<file path="src/rtl/dte_pkg.sv">
`default_nettype none
// ----------------------------------------------------------------------------
// dte_pkg: shared types and constants for digit transition effects
// Effect and phase codes, stroke and slice tables, register map.
// ----------------------------------------------------------------------------
package dte_pkg;

  localparam int DIGITS = 9;
  localparam int DIG_W  = (DIGITS > 1) ? $clog2(DIGITS) : 1;
  localparam logic [4:0] DIGITS_V = 5'(DIGITS);

  typedef logic [15:0] seg_t;
  typedef logic [5:0]  level_t;
  typedef logic [1:0]  phase_t;
  typedef logic [2:0]  mode_t;

  localparam level_t FULL_LEVEL   = 6'd50;
  localparam seg_t   NUMERAL_MASK = 16'h007F;

  // effect modes
  localparam mode_t MODE_CUT    = 3'd0;
  localparam mode_t MODE_XFADE  = 3'd1;
  localparam mode_t MODE_FADE   = 3'd2;
  localparam mode_t MODE_STROKE = 3'd3;
  localparam mode_t MODE_ROLL   = 3'd4;
  localparam mode_t MODE_RESET  = MODE_ROLL;

  // animation phases
  localparam phase_t PH_IDLE   = 2'd0;
  localparam phase_t PH_FIRST  = 2'd1;
  localparam phase_t PH_SECOND = 2'd2;

  // register map
  localparam int         CFG_AW           = 3;
  localparam logic [2:0] ADDR_EFFECT_MODE = 3'd0;

  // floor(p / 50) for p < 512 as (p * 41) >> 11
  localparam int DIV50_MUL   = 41;
  localparam int DIV50_SHIFT = 11;

  typedef logic [6:0][6:0] stroke_row_t;

  function automatic stroke_row_t stroke_row(input logic [3:0] v);
    stroke_row_t r;
    r = '0;
    case (v)
      4'd0: r = {7'h00, 7'h01, 7'h02, 7'h04, 7'h08, 7'h10, 7'h20};
      4'd1: r = {7'h00, 7'h00, 7'h00, 7'h00, 7'h00, 7'h04, 7'h02};
      4'd2: r = {7'h00, 7'h00, 7'h08, 7'h10, 7'h40, 7'h02, 7'h01};
      4'd3: r = {7'h00, 7'h00, 7'h08, 7'h04, 7'h40, 7'h02, 7'h01};
      4'd4: r = {7'h00, 7'h00, 7'h00, 7'h04, 7'h02, 7'h40, 7'h20};
      4'd5: r = {7'h00, 7'h00, 7'h08, 7'h04, 7'h40, 7'h20, 7'h01};
      4'd6: r = {7'h00, 7'h40, 7'h04, 7'h08, 7'h10, 7'h20, 7'h01};
      4'd7: r = {7'h00, 7'h00, 7'h00, 7'h00, 7'h04, 7'h02, 7'h01};
      4'd8: r = {7'h20, 7'h04, 7'h08, 7'h10, 7'h40, 7'h02, 7'h01};
      4'd9: r = {7'h00, 7'h08, 7'h04, 7'h40, 7'h20, 7'h01, 7'h02};
      default: r = '0;
    endcase
    return r;
  endfunction

  function automatic logic [2:0] stroke_total(input logic [3:0] v);
    logic [2:0] n;
    n = 3'd0;
    case (v)
      4'd0: n = 3'd6;
      4'd1: n = 3'd2;
      4'd2: n = 3'd5;
      4'd3: n = 3'd5;
      4'd4: n = 3'd4;
      4'd5: n = 3'd5;
      4'd6: n = 3'd6;
      4'd7: n = 3'd3;
      4'd8: n = 3'd7;
      4'd9: n = 3'd6;
      default: n = 3'd0;
    endcase
    return n;
  endfunction

  // union of the first s/10 roll slices, at most four (top, upper sides, middle, ...)
  function automatic logic [6:0] roll_mask(input logic [6:0] s);
    logic [6:0] m;
    m = 7'h00;
    if (s >= 7'd10) m = m | 7'h01;
    if (s >= 7'd20) m = m | 7'h22;
    if (s >= 7'd30) m = m | 7'h40;
    if (s >= 7'd40) m = m | 7'h14;
    return m;
  endfunction

endpackage
`default_nettype wire

</file>
<file path="src/rtl/dte_in_if.sv">
`default_nettype none
// ----------------------------------------------------------------------------
// dte_in_if: frame tick request channel
// Valid/ready channel carrying digit index, target word and numeral.
// ----------------------------------------------------------------------------
interface dte_in_if;
  import dte_pkg::*;

  logic       valid;
  logic       ready;
  logic [3:0] digit_index;
  seg_t       target_segs;
  logic [3:0] digit_value;

  modport source (output valid, output digit_index, output target_segs,
                  output digit_value, input ready);
  modport sink   (input valid, input digit_index, input target_segs,
                  input digit_value, output ready);
endinterface
`default_nettype wire

</file>
<file path="src/rtl/dte_out_if.sv">
`default_nettype none
// ----------------------------------------------------------------------------
// dte_out_if: result request channel
// Valid/ready channel carrying shown and previous words with levels.
// ----------------------------------------------------------------------------
interface dte_out_if;
  import dte_pkg::*;

  logic       valid;
  logic       ready;
  logic [3:0] out_digit;
  seg_t       shown_segs;
  seg_t       prior_segs;
  level_t     new_bright;
  level_t     old_bright;

  modport source (output valid, output out_digit, output shown_segs,
                  output prior_segs, output new_bright, output old_bright,
                  input ready);
  modport sink   (input valid, input out_digit, input shown_segs,
                  input prior_segs, input new_bright, input old_bright,
                  output ready);
endinterface
`default_nettype wire

</file>
<file path="src/rtl/digit_transition_effects_core.sv">
`default_nettype none
// Path: a request accepted into the input register moves on to the result
//   register when that is free or being emptied, else dout.ready holds it back.
// Throughput: one request per cycle while dout.ready allows, to the same digit or
//   any other; per digit state is read and written in the cycle the result is formed.
// Reset (rst, synchronous): every digit idle at full step, words cleared,
//   effect_mode set to roll; both pipeline registers empty.
// ----------------------------------------------------------------------------
// digit_transition_effects_core: per digit transition animator
// Tracks target changes per digit and steps cut, crossfade, fade, stroke or
// roll animations once per frame tick, reporting words and levels.
// ----------------------------------------------------------------------------
module digit_transition_effects_core (
  input  wire                         clk,
  input  wire                         rst,
  dte_in_if.sink                      din,
  dte_out_if.source                   dout,
  input  wire                         psel,
  input  wire                         penable,
  input  wire                         pwrite,
  input  wire [dte_pkg::CFG_AW-1:0]   paddr,
  input  wire [31:0]                  pwdata,
  output logic [31:0]                 prdata,
  output logic                        pready
);
  import dte_pkg::*;

  // ---------------------------------------------------------------- config
  mode_t mode;

  assign pready = 1'b1;

  always_ff @(posedge clk) begin
    if (rst) begin
      mode <= MODE_RESET;
    end else if (psel && penable && pwrite && paddr == ADDR_EFFECT_MODE) begin
      mode <= pwdata[2:0];
    end
  end

  always_comb begin
    prdata = '0;
    if (paddr == ADDR_EFFECT_MODE) begin
      prdata = {29'd0, mode};
    end
  end

  // -------------------------------------------------------- pipeline control
  // adv: the result register is free (or being emptied) this cycle, so the
  // request in the input register is worked, an existing digit's state written back.
  logic       in_vld;
  logic [3:0] in_digit;
  seg_t       in_target;
  logic [3:0] in_value;
  logic       out_vld;
  logic       adv;

  assign adv       = !out_vld || dout.ready;
  assign din.ready = !in_vld || adv;

  always_ff @(posedge clk) begin
    if (rst) begin
      in_vld <= 1'b0;
    end else if (din.ready) begin
      in_vld <= din.valid;
    end
  end

  always_ff @(posedge clk) begin
    if (din.valid && din.ready) begin
      in_digit  <= din.digit_index;
      in_target <= din.target_segs;
      in_value  <= din.digit_value;
    end
  end

  // -------------------------------------------------------- per digit state
  seg_t   last_target [DIGITS];
  seg_t   cur_segs    [DIGITS];
  seg_t   prev_segs   [DIGITS];
  level_t step_count  [DIGITS];
  phase_t phase       [DIGITS];

  // ----------------------------------------------------------- frame step
  logic [DIG_W-1:0] sel;
  logic             dig_ok;
  seg_t             cur_next;
  seg_t             prev_next;
  logic [6:0]       step_next;
  phase_t           phase_next;
  level_t           nb;
  level_t           ob;

  always_comb begin
    logic [6:0]  s2;
    logic [6:0]  s3;
    logic [6:0]  s4;
    logic [8:0]  prod;
    logic [14:0] quo;
    logic [2:0]  n;
    logic [6:0]  strokes;
    logic [6:0]  slices;
    logic [5:0]  lvl;
    stroke_row_t row;
    seg_t        base;

    sel    = in_digit[DIG_W-1:0];
    dig_ok = {1'b0, in_digit} < DIGITS_V;
    base   = in_target & ~NUMERAL_MASK;

    cur_next   = cur_segs[sel];
    prev_next  = prev_segs[sel];
    step_next  = {1'b0, step_count[sel]};
    phase_next = phase[sel];

    // target change: kick off a transition in the current mode
    if (in_target != last_target[sel]) begin
      case (mode)
        MODE_CUT: begin
          prev_next = cur_segs[sel];
          cur_next  = in_target;
          step_next = {1'b0, FULL_LEVEL};
        end
        MODE_XFADE: begin
          prev_next = cur_segs[sel];
          cur_next  = in_target;
          step_next = 7'd0;
        end
        MODE_FADE, MODE_ROLL: begin
          prev_next  = cur_segs[sel];
          step_next  = 7'd0;
          phase_next = PH_FIRST;
        end
        MODE_STROKE: begin
          prev_next = cur_segs[sel];
          cur_next  = base;
          step_next = 7'd0;
        end
        default: begin
        end
      endcase
    end

    s2 = step_next + 7'd2;
    s3 = step_next + 7'd3;
    s4 = step_next + 7'd4;
    if (s3 > {1'b0, FULL_LEVEL}) s3 = {1'b0, FULL_LEVEL};

    // strokes drawn so far: floor(s * total / 50) by reciprocal multiply
    prod    = 9'(s3[5:0]) * 9'(stroke_total(in_value));
    quo     = (15'(prod) * 15'(DIV50_MUL)) >> DIV50_SHIFT;
    n       = quo[2:0];
    row     = stroke_row(in_value);
    strokes = 7'h00;
    for (int k = 0; k < 7; k++) begin
      if (3'(k) < n) strokes = strokes | row[k];
    end
    slices = roll_mask(s4);

    // one animation frame
    case (mode)
      MODE_XFADE: begin
        if (step_next < {1'b0, FULL_LEVEL}) begin
          step_next = (s2 > {1'b0, FULL_LEVEL}) ? {1'b0, FULL_LEVEL} : s2;
        end
      end
      MODE_FADE: begin
        if (phase_next == PH_FIRST) begin
          if (s4 >= {1'b0, FULL_LEVEL}) begin
            cur_next   = in_target;
            step_next  = 7'd0;
            phase_next = PH_SECOND;
          end else begin
            step_next = s4;
          end
        end else if (phase_next == PH_SECOND) begin
          if (s4 >= {1'b0, FULL_LEVEL}) begin
            step_next  = {1'b0, FULL_LEVEL};
            phase_next = PH_IDLE;
          end else begin
            step_next = s4;
          end
        end
      end
      MODE_STROKE: begin
        if (in_target == '0) begin
          cur_next  = '0;
          step_next = {1'b0, FULL_LEVEL};
        end else if (step_next < {1'b0, FULL_LEVEL}) begin
          step_next = s3;
          cur_next  = base | {9'd0, strokes};
        end
      end
      MODE_ROLL: begin
        // first half clears slices top-down, second half draws the new target's slices in
        if (phase_next == PH_FIRST) begin
          if (s4 >= {1'b0, FULL_LEVEL}) begin
            step_next  = 7'd0;
            phase_next = PH_SECOND;
          end else begin
            step_next = s4;
            cur_next  = prev_next & ~{9'd0, slices};
          end
        end else if (phase_next == PH_SECOND) begin
          if (s4 >= {1'b0, FULL_LEVEL}) begin
            step_next  = {1'b0, FULL_LEVEL};
            phase_next = PH_IDLE;
            cur_next   = in_target;
          end else begin
            step_next = s4;
            cur_next  = base | (in_target & {9'd0, slices});
          end
        end
      end
      default: begin
      end
    endcase

    // brightness levels
    lvl = (step_next > {1'b0, FULL_LEVEL}) ? FULL_LEVEL : step_next[5:0];
    nb  = '0;
    ob  = '0;
    case (mode)
      MODE_CUT, MODE_STROKE, MODE_ROLL: begin
        nb = FULL_LEVEL;
      end
      MODE_XFADE: begin
        nb = lvl;
        ob = FULL_LEVEL - lvl;
      end
      MODE_FADE: begin
        if (phase_next == PH_FIRST) begin
          ob = FULL_LEVEL - lvl;
        end else if (phase_next == PH_SECOND) begin
          nb = lvl;
        end else begin
          nb = FULL_LEVEL;
        end
      end
      default: begin
      end
    endcase
  end

  // state write-back, only for a digit that exists
  always_ff @(posedge clk) begin
    if (rst) begin
      for (int i = 0; i < DIGITS; i++) begin
        last_target[i] <= '0;
        cur_segs[i]    <= '0;
        prev_segs[i]   <= '0;
        step_count[i]  <= FULL_LEVEL;
        phase[i]       <= PH_IDLE;
      end
    end else if (in_vld && adv && dig_ok) begin
      last_target[sel] <= in_target;
      cur_segs[sel]    <= cur_next;
      prev_segs[sel]   <= prev_next;
      step_count[sel]  <= step_next[5:0];
      phase[sel]       <= phase_next;
    end
  end

  // -------------------------------------------------------- result register
  logic [3:0] res_digit;
  seg_t       res_shown;
  seg_t       res_prior;
  level_t     res_nb;
  level_t     res_ob;

  always_ff @(posedge clk) begin
    if (rst) begin
      out_vld <= 1'b0;
    end else if (adv) begin
      out_vld <= in_vld;
    end
  end

  always_ff @(posedge clk) begin
    if (in_vld && adv) begin
      res_digit <= in_digit;
      res_shown <= dig_ok ? cur_next  : '0;
      res_prior <= dig_ok ? prev_next : '0;
      res_nb    <= dig_ok ? nb : '0;
      res_ob    <= dig_ok ? ob : '0;
    end
  end

  assign dout.valid      = out_vld;
  assign dout.out_digit  = res_digit;
  assign dout.shown_segs = res_shown;
  assign dout.prior_segs = res_prior;
  assign dout.new_bright = res_nb;
  assign dout.old_bright = res_ob;

`ifndef SYNTHESIS
  // a digit outside the display reports zero words and levels
  a_bad_digit_zero: assert property (@(posedge clk) disable iff (rst)
    (out_vld && {1'b0, res_digit} >= DIGITS_V) |->
      (res_shown == '0 && res_prior == '0 && res_nb == '0 && res_ob == '0))
    else $error("out-of-range digit gave non-zero result");

  // the two levels never add up beyond full
  a_level_sum: assert property (@(posedge clk) disable iff (rst)
    out_vld |-> ({1'b0, res_nb} + {1'b0, res_ob} <= {1'b0, FULL_LEVEL}))
    else $error("brightness levels exceed full scale");

  // a worked request always lands in the result register
  a_advance: assert property (@(posedge clk) disable iff (rst)
    (in_vld && adv) |=> out_vld)
    else $error("worked request lost before result register");

  // input register is not overwritten while it holds an unworked request
  a_no_overrun: assert property (@(posedge clk) disable iff (rst)
    (in_vld && !adv) |-> !din.ready)
    else $error("input register overrun");
`endif

endmodule
`default_nettype wire

</file>
<file path="src/flat_wrapper.sv">
// flat-port wrapper written by rule: the top's interface ports become plain ports
module digit_transition_effects_core_flat import dte_pkg::*;
  (clk, rst, psel, penable, pwrite, paddr, pwdata, prdata, pready, din_valid, din_digit_index, din_target_segs, din_digit_value, din_ready, dout_valid, dout_out_digit, dout_shown_segs, dout_prior_segs, dout_new_bright, dout_old_bright, dout_ready);
  dte_in_if din_i ();
  dte_out_if dout_i ();
  input  wire clk;
  input  wire rst;
  input  wire psel;
  input  wire penable;
  input  wire pwrite;
  input  wire [dte_pkg::CFG_AW-1:0] paddr;
  input  wire [31:0] pwdata;
  output logic [31:0] prdata;
  output logic pready;
  input wire logic [$bits(din_i.valid)-1:0] din_valid;
  input wire logic [$bits(din_i.digit_index)-1:0] din_digit_index;
  input wire logic [$bits(din_i.target_segs)-1:0] din_target_segs;
  input wire logic [$bits(din_i.digit_value)-1:0] din_digit_value;
  output wire logic [$bits(din_i.ready)-1:0] din_ready;
  output wire logic [$bits(dout_i.valid)-1:0] dout_valid;
  output wire logic [$bits(dout_i.out_digit)-1:0] dout_out_digit;
  output wire logic [$bits(dout_i.shown_segs)-1:0] dout_shown_segs;
  output wire logic [$bits(dout_i.prior_segs)-1:0] dout_prior_segs;
  output wire logic [$bits(dout_i.new_bright)-1:0] dout_new_bright;
  output wire logic [$bits(dout_i.old_bright)-1:0] dout_old_bright;
  input wire logic [$bits(dout_i.ready)-1:0] dout_ready;
  assign din_i.valid = din_valid;
  assign din_i.digit_index = din_digit_index;
  assign din_i.target_segs = din_target_segs;
  assign din_i.digit_value = din_digit_value;
  assign din_ready = din_i.ready;
  assign dout_valid = dout_i.valid;
  assign dout_out_digit = dout_i.out_digit;
  assign dout_shown_segs = dout_i.shown_segs;
  assign dout_prior_segs = dout_i.prior_segs;
  assign dout_new_bright = dout_i.new_bright;
  assign dout_old_bright = dout_i.old_bright;
  assign dout_i.ready = dout_ready;
  digit_transition_effects_core u_core (.clk(clk), .rst(rst), .din(din_i), .dout(dout_i), .psel(psel), .penable(penable), .pwrite(pwrite), .paddr(paddr), .pwdata(pwdata), .prdata(prdata), .pready(pready));
endmodule
</file>
<file path="config.mk">
export PLATFORM = sky130hd
export DESIGN_NAME = digit_transition_effects_core_flat
export DESIGN_NICKNAME = d
export VERILOG_FILES = /design/src/rtl/dte_pkg.sv /design/src/rtl/dte_in_if.sv /design/src/rtl/dte_out_if.sv /design/src/rtl/digit_transition_effects_core.sv /design/src/flat_wrapper.sv
export SDC_FILE = /design/constraint.sdc
export NUM_CORES = 1
export LEC_CHECK = 0
export BUFFER_PORTS_ARGS = -buffer_cell sky130_fd_sc_hd__buf_2
export CELL_PAD_IN_SITES_DETAIL_PLACEMENT = 0
export CELL_PAD_IN_SITES_GLOBAL_PLACEMENT = 1
export CORE_MARGIN = 2
export CORE_UTILIZATION = 40
export DETAILED_ROUTE_END_ITERATION = 8
export GPL_ROUTABILITY_DRIVEN = 0
export GPL_TIMING_DRIVEN = 0
export PLACE_DENSITY_LB_ADDON = 0.08
export SYNTH_ARGS = -nofsm -noshare
export SYNTH_HDL_FRONTEND = slang
export SYNTH_SLANG_ARGS = --single-unit
</file>
<file path="constraint.sdc">
create_clock -name clk -period 13.3 [get_ports clk]
set_input_delay 0.665 -clock clk [delete_from_list [all_inputs] [get_ports clk]]
set_output_delay 0.665 -clock clk [all_outputs]
set_load 0.005 [all_outputs]
</file>
# ---- After elaboration in Yosys (flattened, before gate mapping)
# Memories as Yosys holds them, arrays and structs flattened. A register that Yosys moved wholly into a read port is not among the register bits.
# Cells that the tools add are included.
dict set report op_classes {
  bitwise 11
  eq_ne 9
  n_lt_le_gt_ge 17
  reduce_logical 23
  add_sub_neg 4
  div 0
  multipliers 2
  shifts 0
  mux 77
}
# operator count
set op_table {}
lappend op_table {{two-way mux 16 bit} 14}
lappend op_table {{two-way mux 7 bit} 18}
lappend op_table {{two-way mux 4 bit} 12}
lappend op_table {{case mux 16 bit (3 select lines)} 1}
lappend op_table {{OR reduction 16 bit} 3}
lappend op_table {{bitwise OR 7 bit} 6}
lappend op_table {{two-way mux 6 bit} 6}
lappend op_table {{case mux 16 bit (2 select lines)} 1}
lappend op_table {{case mux 6 bit (2 select lines)} 2}
lappend op_table {{greater-than comparator 7 x 6 -> 1 bit, second input constant} 3}
lappend op_table {{case mux 7 bit (3 select lines)} 1}
lappend op_table {{case mux 6 bit (3 select lines)} 1}
lappend op_table {{bitwise AND 16 bit} 1}
lappend op_table {{bitwise AND 16 x 7 -> 16 bit} 1}
lappend op_table {{zero test 16 bit} 1}
lappend op_table {{two-way mux 2 bit} 8}
lappend op_table {{!= test 16 bit} 1}
lappend op_table {{inverter 7 -> 16 bit} 1}
lappend op_table {{bitwise OR 16 bit} 1}
lappend op_table {{bitwise OR 16 x 7 -> 16 bit} 1}
lappend op_table {{adder 7 x 2 -> 7 bit, second input constant} 2}
lappend op_table {{greater-or-equal comparator 7 x 5 -> 1 bit, second input constant} 2}
lappend op_table {{greater-or-equal comparator 7 x 6 -> 1 bit, second input constant} 2}
lappend op_table {{multiplier 9 x 6 -> 14 bit, second input constant} 1}
lappend op_table {{other kinds (26)} 53}
dict set report totals {
  mem_count 7
  latchBits 0
  mem_bits_rw 504
  inputBits 66
  mem_bits_ro 480
  wordCells 161
  out_inout_bits 83
  ff_bits 77
}
# name words word_bits rd rd_ports_with_merged_regs write_ports line_no
set memory_table {}
lappend memory_table {{(no name shown)} 16 27 1 1 0 dte_pkg.sv:46} ;# case (v)
lappend memory_table {u_core.cur_segs 9 16 1 1 9 digit_transition_effects_core.sv:79} ;# seg_t cur_segs [DIGITS];
lappend memory_table {u_core.last_target 9 16 1 1 9 digit_transition_effects_core.sv:78} ;# seg_t last_target [DIGITS];
lappend memory_table {u_core.prev_segs 9 16 1 1 9 digit_transition_effects_core.sv:80} ;# seg_t prev_segs [DIGITS];
lappend memory_table {u_core.step_count 9 6 1 1 9 digit_transition_effects_core.sv:81} ;# level_t step_count [DIGITS];
lappend memory_table {{(no name shown)} 16 3 1 1 0 dte_pkg.sv:65} ;# case (v)
lappend memory_table {{1 more memories} - - - - - -}

# ---- Longest topological paths before layout
dict set report logic_depth {
  ltp_word 28
  depth_mapped 50
}

# ---- Least setup slack after synthesis
# OpenSTA, ideal clock, no wires.
dict set report synth_timing {
  path_type {register to register}
  start {register with a tool-made name}
  end {memory u_core.cur_segs[10][1] (netlist name), data pin}
  path_stages_with_launch 47
  period_less_slack_ns 10.441
  arrival_ns 10.171
  path_slack_ns 2.859
  setup_ns 0.270
  path_buffers 5
  cell_sequence {dfxtp_1 -> buf_6 -> buf_4 -> mux4_2 -> mux2i_1 -> xor2_1 -> nand2_1 -> o41ai_1 -> and2_1 -> buf_4 -> a21oi_1 -> a21oi_1 -> inv_1 -> ha_1 -> nor3_1 -> a221o_1 -> nand3_1 -> nor2_1 -> [... 11 more ...] -> a21oi_1 -> inv_1 -> fa_1 -> ha_1 -> ha_1 -> o21a_1 -> o21a_1 -> nand3_1 -> a2111oi_2 -> o2111ai_1 -> a21oi_2 -> nor3_2 -> buf_2 -> a221oi_1 -> nand4_1 -> nand3_1 -> buf_2 -> inv_1}
}
# element line_no
set synth_lines {}
lappend synth_lines {{end, declared} digit_transition_effects_core.sv:79}

==> results.md <==
Pwr:
- In this run the static leakage power is 20.4 nW.
- In this run the power density over the cells is 150 mW/mm^2.
- The worst-case IR drop observed on VDD is 0.114 mV.
- The sum of internal, switching and leakage power is 0.00807 W.

Critical path:
- The critical path launch point type is a flip-flop.
- For the worst setup path, the data required time is 13,730 ps.
- For the worst setup path, the data arrival time is 13,350 ps.
- By startpoint and endpoint, the worst setup path is classified as reg -> reg.
- The largest individual stage delay along the critical path comes from the cell sky130_fd_sc_hd__o41ai_2.
- The logic depth of the worst register-to-register path is 46.
- The delay contributed by the slowest stage of the critical path is 950 ps.
- The worst setup slack for register-to-register paths is 380 ps.
- The largest fanout on the critical path is 13.
- The category of the worst setup path capture point is a flip-flop.
- The endpoint identified for the worst register-to-register timing path is u_core.cur_segs[11][3].

Synthesis:
- Synthesis handed over a netlist of 3,031 instances.
- In this run the mean area of a mapped cell was 15.0 sq um.
- In this run, synthesis inferred 968 flip-flops with an integrated enable.
- For this run, asynchronously set or reset flops after synthesis account for 0%.
- The share of the Yosys chip area taken by registers is 65.4%.
- Counting instances in the post-synthesis netlist gives the leading cell types as sky130_fd_sc_hd__edfxtp_1, sky130_fd_sc_hd__nor2_1, sky130_fd_sc_hd__mux4_2.
- The synthesized design spends more area on one cell type than any other, namely sky130_fd_sc_hd__edfxtp_1.
- The synthesized design contains 996 register bits.
- The number of distinct library cells after synthesis is 91.
- The flip-flop cell with the highest count after synthesis is sky130_fd_sc_hd__edfxtp_1.
- The top cell type by area accounts for 64.1% of the synthesized area.
- The synthesized netlist occupies a cell area of 0.0453 sq mm.
- In the post-synthesis netlist, the biggest area contributors are sky130_fd_sc_hd__edfxtp_1, sky130_fd_sc_hd__mux4_2, sky130_fd_sc_hd__nor2_1.
- The warning count from the yosys run is 0.
- The leading cell type by number of instances after synthesis is sky130_fd_sc_hd__edfxtp_1.

Clock network:
- In this run the clock root is driven by a sky130_fd_sc_hd__clkbuf_16.
- The TritonCTS clock tree is yes.
- The TritonCTS sink count is 996.
- After clock tree synthesis, the clock-pin slew on the worst setup and hold paths is 60 ps.
- The hold-fix buffer count after cts is 0.
- TritonCTS created 111 clock buffers.
- The total number of H-tree levels is 3.
- Clock latency on the worst-skew pair, taken at its later pin, is 720 ps.
- Counting along the longest clock path gives a buffer depth of 3.

Drt:
- The first detailed-routing pass ran for 6 iterations.
- The detailed router finished its first iteration with 3,094 violations.
- The post-detailed-route count of antenna-violating nets is 0.
- After detailed routing, the average wire length per cell comes to 27.2 um.
- The detail-routed via count per cell is 5.45.
- For this block, the via count after detailed routing is 28,700.
- The post-route DRC violation count is 0.
- The wire length after detailed routing is 143,000 um.

Place:
- Input and output buffers added on the ports amount to 88.
- The HPWL after detailed placement is 98,500 um.
- Prior to clock tree synthesis, the placed netlist has a worst setup slack of -2160 ps.
- After detailed placement, the total cell area comes to 0.0496 sq mm.

Timing:
- Setup violations remaining at the end of the flow were counted as 0.
- The final worst-path setup slack is 378 ps.
- Setup repair after global routing left no endpoint under its margin.
- Of the available clock period, the critical path in the final layout requires 97.2%.
- The count of pins over their slew limit was 0.
- The achievable clock frequency is 77.4 MHz.
- The relative slew slack is 0.763%.
- For the pin with the worst max-slew slack, the measured transition is 1490 ps.
- The shortest period the worst path allows is 12,920 ps.
- The final setup skew is 42.0 ps.
- The final hold violation count was 0.

Flow run:
- Max-cap violations in this run came to 1.

Global routing:
- Entering global routing, the biggest net connects 50 pins.
- For this run the aggregate overflow at the end of global routing stands at 0.
- Global routing used 24.8% of the available tracks.
- The first-pass GRT wire length is 205,000 um.
- The number of antenna violations at the first check in global routing was 7.
- The number of global-route vias before repair is 29,000.

Cells and area:
- For this run, the post-layout net count is 3,801.
- Registers take 0.0296 sq mm.
- The area of the multi-input gates is 0.0160 sq mm.
- The number of fillers in the final layout is 10,000.
- The area growth from synthesis to layout is 18.5%.
- The final cell area excluding filler cells is 0.0537 sq mm.
- The share of the core filled with cells is 47.8%.
- The share of post-route cells with drive strength above 1 is 19.0%.

Min path:
- The worst hold path terminates at u_core.in_target[0].
- The tightest min-delay check is of the in -> reg type.
- The worst hold path begins at din_target_segs[0].
- The instance count along the most critical hold path is 1.

Floorplan:
- In this run the horizontal extent of the chip is 341 um.
- The area of the die is 0.116 sq mm.
- In this run the vertical extent of the chip is 341 um.
- The initial core utilization is 40.3%.
- The core footprint is 0.112 sq mm.
- Pin placement for this block handled 149 I/O pins.
- The initialized floorplan defines 123 standard-cell rows.

Run status:
- The run finished, with violations left.
- The final reports fail on max-capacitance violations.
how the worst max path moves through the flow:
stage                    from                endpoint  slack [ps]  cells after the start
floorplan           flip-flop  u_core.cur_segs[10][1]        2860                     46
global placement    flip-flop   u_core.cur_segs[8][0]       -2180                     44
detailed placement  flip-flop   u_core.cur_segs[0][0]       -2160                     44
CTS                 flip-flop   u_core.cur_segs[9][4]          20                     48
global route        flip-flop  u_core.cur_segs[13][1]           2                     48
finish              flip-flop  u_core.cur_segs[11][3]         380                     46
placed cells by master (no fill, tap or decap), drive strengths merged, types with 28 or more instances in the layout:
master / netlist / layout
mux2i: 77 / 77
ha: 58 / 58
clkbuf: 151 / 290
buf: 114 / 218
nand2: 145 / 145
clkinv: 2 / 49
edfxtp: 968 / 968
a21oi: 78 / 78
and3: 92 / 92
mux4: 239 / 239
and2: 60 / 60
xnor2: 36 / 36
dfxtp: 28 / 28
o21ai: 65 / 65
conb: 2 / 422
inv: 85 / 87
nor2: 485 / 485
worst max-delay path, delay by kind of cell (launching register included):
kind / cells / cell delay, ps
adder cells (fa/ha/maj): 7 / 2580
AO/OA/AOI/OAI: 19 / 5530
buffers and inverters: 10 / 2220
XOR/XNOR: 1 / 200
flip-flops: 1 / 300
multiplexers: 1 / 140
AND/OR/NAND/NOR: 8 / 1570
logic make-up after synthesis:
| kind of cell | synth area share, % |
|---|---|
| AND/OR/NAND/NOR | 9.02 |
| flip-flops | 65.4 |
| other | 0.0166 |
| XOR/XNOR | 1.10 |
| multiplexers | 14.2 |
| AO/OA/AOI/OAI | 4.91 |
| adder cells (fa/ha/maj) | 1.87 |
| buffers and inverters | 3.49 |
report_power, final:
| group | leakage, nW | internal (W) | switching, W |
|---|---|---|---|
| registers | 9.95 | 0.00372 | 0.0000637 |
| logic | 8.57 | 0.000367 | 0.000683 |
| clock network | 1.90 | 0.00195 | 0.00129 |
layout make-up:
class	instances	share of cell area (%)
diodes	5	0.0233
plain buffers	264	2.37
clock buffers	137	5.58
clock inverters	71	1.61
inverters	87	0.619
multi-input cells	2103	29.7
flip-flops and latches	996	55.1
well taps	1500	3.49
repair buffers	108	1.46
stage by stage:
step	setup TNS, ps	hold WS (ps)	instances
3_5_place_dp	-224230	446	5050
2_1_floorplan	0	424	3451
3_3_place_gp	-226430	435	5039
6_report	0	122	5271
4_1_cts	0	72.7	5264
5_1_grt	0	94.0	5267
registers in the layout, indices dropped and copies added (netlist names), 16 cells and up, named ones only:
register and count:
u_core.dout.prior_segs 16, u_core.in_target 16, u_core.cur_segs 256, u_core.phase 32, u_core.last_target 256, u_core.prev_segs 256, u_core.dout.shown_segs 16, u_core.step_count 96
metal layers:
layer | vias to the layer above | share of wire, % | track usage, %
met2 | 1160 | 48 | 41.3
li1 | 12400 | - | -
met4 | 2 | 3.6 | 8.31
met5 | - | 0.0084 | 0
met3 | 234 | 6.8 | 3.91
met1 | 14900 | 41 | 33.4
repair_timing:
action / CTS / global route
pin swaps: 3 / 2
resized for setup: 23 / 12
endpoints found under the hold margin: 0 / 0
buffers inserted: 7 / 1
setup endpoints to repair: 119 / 119
(Power assumes the default switching activity.)
